[src/rtl/afc8_pkg.sv]
// Shared types, constants and the CRC-8 byte update for the addressed frame checker.
package afc8_pkg;

    localparam int DEFAULT_MAX_PACKET_BYTES = 64;
    localparam int MIN_PACKET_BYTES         = 4;
    localparam int COUNT_W                  = 7;

    localparam logic [COUNT_W-1:0] COUNT_MAX = {COUNT_W{1'b1}};
    localparam logic [7:0] CRC_INIT          = 8'hFF;
    localparam logic [7:0] CRC_POLY          = 8'h31;
    localparam logic [7:0] LED_COMMAND       = 8'h1A;

    typedef enum logic [2:0] {
        STATUS_OK         = 3'd0,
        STATUS_OVERLENGTH = 3'd1,
        STATUS_SHORT      = 3'd2,
        STATUS_ADDRESS    = 3'd3,
        STATUS_CRC        = 3'd4
    } status_t;

    typedef struct packed {
        logic [7:0] rx_byte;
        logic       last_byte;
    } afc8_item_t;

    typedef struct packed {
        status_t    status;
        logic [7:0] command;
        logic       led_lit;
    } afc8_result_t;

    // CRC-8, MSB first, no reflection, no final XOR
    function automatic logic [7:0] crc8_byte(input logic [7:0] crc, input logic [7:0] data);
        logic [7:0] c;
        c = crc ^ data;
        for (int k = 0; k < 8; k++) begin
            if (c[7])
            begin
                c = {c[6:0], 1'b0} ^ CRC_POLY;
            end
            else
            begin
                c = {c[6:0], 1'b0};
            end
        end
        return c;
    endfunction

endpackage

[src/rtl/afc8_frame_eval.sv]
// Per-packet state (CRC, count, kept bytes, LED latch) and the end-of-packet verdict.
module afc8_frame_eval
    import afc8_pkg::*;
#(
    parameter int MAX_PACKET_BYTES = DEFAULT_MAX_PACKET_BYTES
)
(
    input  logic         clk,
    input  logic         rst_n,
    input  logic         step,
    input  afc8_item_t   item,
    input  logic [7:0]   device_address,
    output afc8_result_t result
);

    logic [7:0]         crc_reg, crc_next;
    logic [COUNT_W-1:0] count_reg, count_next;
    logic [7:0]         first_reg, first_next;
    logic [7:0]         command_reg, command_next;
    logic               led_reg, led_next;

    logic [7:0] length;
    status_t    status;

    assign length = {1'b0, count_reg} + 8'd1;

    always_comb
    begin
        priority if (count_reg == COUNT_MAX || length > 8'(MAX_PACKET_BYTES))
        begin
            status = STATUS_OVERLENGTH;
        end
        else if (length < 8'(MIN_PACKET_BYTES))
        begin
            status = STATUS_SHORT;
        end
        else if (first_reg != device_address)
        begin
            status = STATUS_ADDRESS;
        end
        else if (crc_reg != item.rx_byte)
        begin
            status = STATUS_CRC;
        end
        else
        begin
            status = STATUS_OK;
        end
    end

    always_comb
    begin
        crc_next     = crc_reg;
        count_next   = count_reg;
        first_next   = first_reg;
        command_next = command_reg;
        led_next     = led_reg;
        if (step)
        begin
            if (item.last_byte)
            begin
                // close the packet and start fresh
                crc_next     = CRC_INIT;
                count_next   = '0;
                first_next   = '0;
                command_next = '0;
                if (status == STATUS_OK && command_reg == LED_COMMAND)
                begin
                    led_next = 1'b1;
                end
            end
            else
            begin
                if (count_reg == COUNT_W'(0))
                begin
                    first_next = item.rx_byte;
                end
                else if (count_reg == COUNT_W'(2))
                begin
                    command_next = item.rx_byte;
                end
                crc_next = crc8_byte(crc_reg, item.rx_byte);
                if (count_reg != COUNT_MAX)
                begin
                    count_next = count_reg + COUNT_W'(1);
                end
            end
        end
    end

    always_comb
    begin
        result.status  = status;
        result.command = (status == STATUS_OK) ? command_reg : 8'h00;
        result.led_lit = led_reg | (status == STATUS_OK && command_reg == LED_COMMAND);
    end

    always_ff @(posedge clk or negedge rst_n)
    begin
        if (!rst_n)
        begin
            crc_reg     <= CRC_INIT;
            count_reg   <= '0;
            first_reg   <= '0;
            command_reg <= '0;
            led_reg     <= 1'b0;
        end
        else
        begin
            crc_reg     <= crc_next;
            count_reg   <= count_next;
            first_reg   <= first_next;
            command_reg <= command_next;
            led_reg     <= led_next;
        end
    end

    a_led_sticky: assert property (@(posedge clk) disable iff (!rst_n)
        !$fell(led_reg))
        else $error("LED latch cleared outside reset");

    a_count_clears: assert property (@(posedge clk) disable iff (!rst_n)
        step && item.last_byte |=> count_reg == '0 && crc_reg == CRC_INIT)
        else $error("packet state not cleared after last byte");

    a_first_kept: assert property (@(posedge clk) disable iff (!rst_n)
        step && !item.last_byte && count_reg == '0 |=> first_reg == $past(item.rx_byte))
        else $error("first byte not kept");

endmodule
[config.mk]
export PLATFORM = sky130hd
export DESIGN_NAME = afc8_frame_eval
export DESIGN_NICKNAME = d
export VERILOG_FILES = /design/src/rtl/afc8_pkg.sv /design/src/rtl/afc8_frame_eval.sv
export SDC_FILE = /design/constraint.sdc
export NUM_CORES = 1
export LEC_CHECK = 0
export ABC_CLOCK_PERIOD_IN_PS = 3450
export BUFFER_PORTS_ARGS = -buffer_cell sky130_fd_sc_hd__buf_2
export CAP_MARGIN = 20
export CELL_PAD_IN_SITES_DETAIL_PLACEMENT = 0
export CELL_PAD_IN_SITES_GLOBAL_PLACEMENT = 1
export CORE_ASPECT_RATIO = 0.6
export CORE_MARGIN = 1.5
export CORE_UTILIZATION = 47
export DETAILED_ROUTE_END_ITERATION = 7
export PLACE_DENSITY_LB_ADDON = 0.12
export SLEW_MARGIN = 20
export SYNTH_ARGS = -nofsm -noshare
export SYNTH_HDL_FRONTEND = slang
export SYNTH_SLANG_ARGS = --single-unit
[constraint.sdc]
create_clock -name clk -period 3.45 [get_ports clk]
set_input_delay 0.345 -clock clk [delete_from_list [all_inputs] [get_ports clk]]
set_output_delay 0.345 -clock clk [all_outputs]
set_load 0.05 [all_outputs]
==> impl_results.md <==
* Final ANT Viol Nets at 0
* Worst path max stage delay at 0.52 ns
* Antenna Diode Count at 0
* Arr. time, crit path at 2.66 ns
* Vias post-DR at 1,582
* H-tree Lvls at 2
* Remaining Overflow, GRT at 0
* Synthesized Nets at 214
* Layout cells sized above 1 at 0.244
* DIE WIDTH at 86.3 um
* FP Rows at 17
* DRT met1 WL at 2320 um
* Number of enable flip-flop cells after synthesis at 0
* Post-CTS setup buffer count at 0
* Max VDD drop at 0.427 mV
* Initial antenna violation count at 0
* PwrDens at 589 mW/mm^2
* Slew headroom at 0.525
* TritonCTS clock tree: yes
* Synthesized area per cell at 10.3 sq um
* Max-Cap Viols at 0
* Routed wl met2 at 1940 um
* IO Pins at 32
* Hold Crit Class: in -> async
* DP Wirelength at 3500 um
* Status: complete, no violations
* Routed WL per cell at 17.2 um
* Slew Limit Fails at 0
* Detailed-route DRC error count at 0
* Prevailing post-synth register cell: dfrtp_1
* Yosys cell types at a little over 50
* Leak at 1.08 nW
* Post-CTS sizing at 0
* Gate Count Post-Synth at 190
* Area Growth Syn to Fin at 13.0%
* Post-Place Cells at 260
* Sequential share of the synthesized area at 0.414
* Final hold vios at 0
* Die Area at roughly 0.0046 sq mm
* Final cell count without fillers at 268
* Wirelength, routed at about 4600 um
* RSZ-0062 raised after global routing: false
* Starting Density at 0.511
* Nets at 244
* Worst Path Required at 3.11 ns
* Seq cells post-synth at 32
* Clock Tree Buf Depth at 2
* Vias in the first global route at 1,466
* 1st-iter DRT viols at 130
* Die height at about 53 um
* Fin Setup TNS at 0 ns
* Setup crit start kind: flip-flop
* DRT Pass-1 Iters at 4
* Core area at roughly 0.0038 sq mm
* Clk slew on worst S/H paths at ~0.070 ns
* Crit Path Category: reg -> out
* # setup viols final at 0
* Synth warn at 0
* Top Metal Used: met4
* Mapped Area at between 0.0015 and 0.002 sq mm
* Metal3 WL at approximately 330 um
* First-pass GRT wire length at ~7500 um
* Max stage delay cell, worst path: a211oi_2
* Crit path capture type: primary output
* GRT Total Usage at 0.220
* Tmin final at 3.00 ns
* Post-CTS Hold Buffers at 0
* DR vias/cell at about 5.9
* CTS root buffer: clkbuf_8
* Worst slew pin tran at 0.707 ns
* Worst-skew pair later-pin latency at 0.28 ns
* Critical path, cell by cell: ha_1 > and4_1 > and2_1 > o21ai_1 > a211oi_2 > and3_1 > buf_2
* Ys async rst share at 1.00
* FMAX at 0.333 GHz
* GPL Wtd Cong at slightly below 1
* CP max FO at 11
* CTS buffer count at 5
* Largest net degree at the start of global routing at 33
* Period utilization at 0.871
* Clk_skew at roughly 0.0047 ns
* # port buffers at 31
* Clk sinks at 32
through the flow:
stage               instance area, sq um   util  worst slack [ns]  total power, mW  hold slack, ns
global route                        2210  0.578             0.286             1.38           0.168
floorplan                           1960      -             0.767            0.925          0.0494
detailed placement                  2130  0.557             0.766             1.02           0.446
global placement                    2130  0.557             0.844             1.01           0.430
finish                              2210  0.578             0.446             1.30           0.116
CTS                                 2210  0.578             0.460             1.31           0.141
cells in the mapped netlist (all sizes together), types with 3 or more instances:
master  number  share of area
dfrtp       24           0.31
a22o        16          0.072
xnor2       16          0.085
and3        13          0.044
xor2        12          0.058
a21oi       10          0.026
inv         10          0.019
nand2        9          0.017
nor2         9          0.017
o21ai        9          0.023
dfstp        8           0.11
buf          6          0.016
nand3        5          0.013
ha           4          0.026
nor2b        3         0.0096
nor4         3         0.0096
nor4b        3          0.021
o31ai        3          0.012
placed cells by master (no fill, tap or decap), types with 8 or more instances in the layout:
| cell type | Yosys | layout |
|---|---|---|
| xnor2_1 | 14 | 14 |
| inv_1 | 10 | 10 |
| and3_1 | 12 | 12 |
| nor2_1 | 9 | 9 |
| nand2_1 | 9 | 9 |
| dfrtp_1 | 24 | 24 |
| a21oi_1 | 10 | 10 |
| a22o_1 | 16 | 16 |
| dfstp_2 | 8 | 8 |
| o21ai_0 | 8 | 8 |
| buf_2 | 4 | 31 |
| xor2_1 | 11 | 11 |
worst max-delay path: cells and delay by family, from the launching register on:
family                   cells  cell delay [ns]
AO/OA/AOI/OAI                2             0.63
adder cells (fa/ha/maj)      1             0.30
buffers and inverters        1             0.26
flip-flops                   1             0.49
AND/OR/NAND/NOR              3             0.70
kinds of logic after synthesis:
group	share of synthesized area
and+or+nand+nor	0.164
AOI/OAI and AO/OA	0.196
DFF	0.414
xor gates and xnor gates	0.155
buffers and inverters	0.0396
adders and majority gates	0.0256
muxes	0.00575
worst paths after layout:
path / to / cells past startpoint / slack [ns] / start
min in group clk: command_reg[0] / 2 / 0.35 / item[1]
hold / removal: count_reg[4] / 1 / 0.12 / rst_n
max in group asynchronous: count_reg[1] / 1 / 2.87 / rst_n
setup / recovery: result[2] / 7 / 0.45 / count_reg[1]
setup reg to reg: led_reg / 6 / 1.24 / count_reg[1]
hold reg to reg: led_reg / 1 / 0.48 / led_reg
area by class of cell:
cell class                 count  area [sq um]
clock buffer                   7          76.3
clock inverter                 1          5.00
fill                         331          1620
inverter                      10          37.5
multi-input combinational    140          1070
sequential                    32           811
tap                           47          58.8
timing repair buffer          31           155
routing by layer:
| metal | vias up | GRT usage |
|---|---|---|
| li1 | 752 | - |
| met1 | 780 | 0.319 |
| met2 | 47 | 0.333 |
| met3 | 3 | 0.0530 |
| met4 | 0 | 0.0484 |
| met5 | - | 0 |
power by group:
part	switching [mW]	internal (mW)	total [mW]
Clock	0.138	0.142	0.279
Sequential	0.0529	0.460	0.512
Combinational	0.258	0.252	0.511
Total	0.449	0.853	1.30
(Power assumes the default switching activity.)
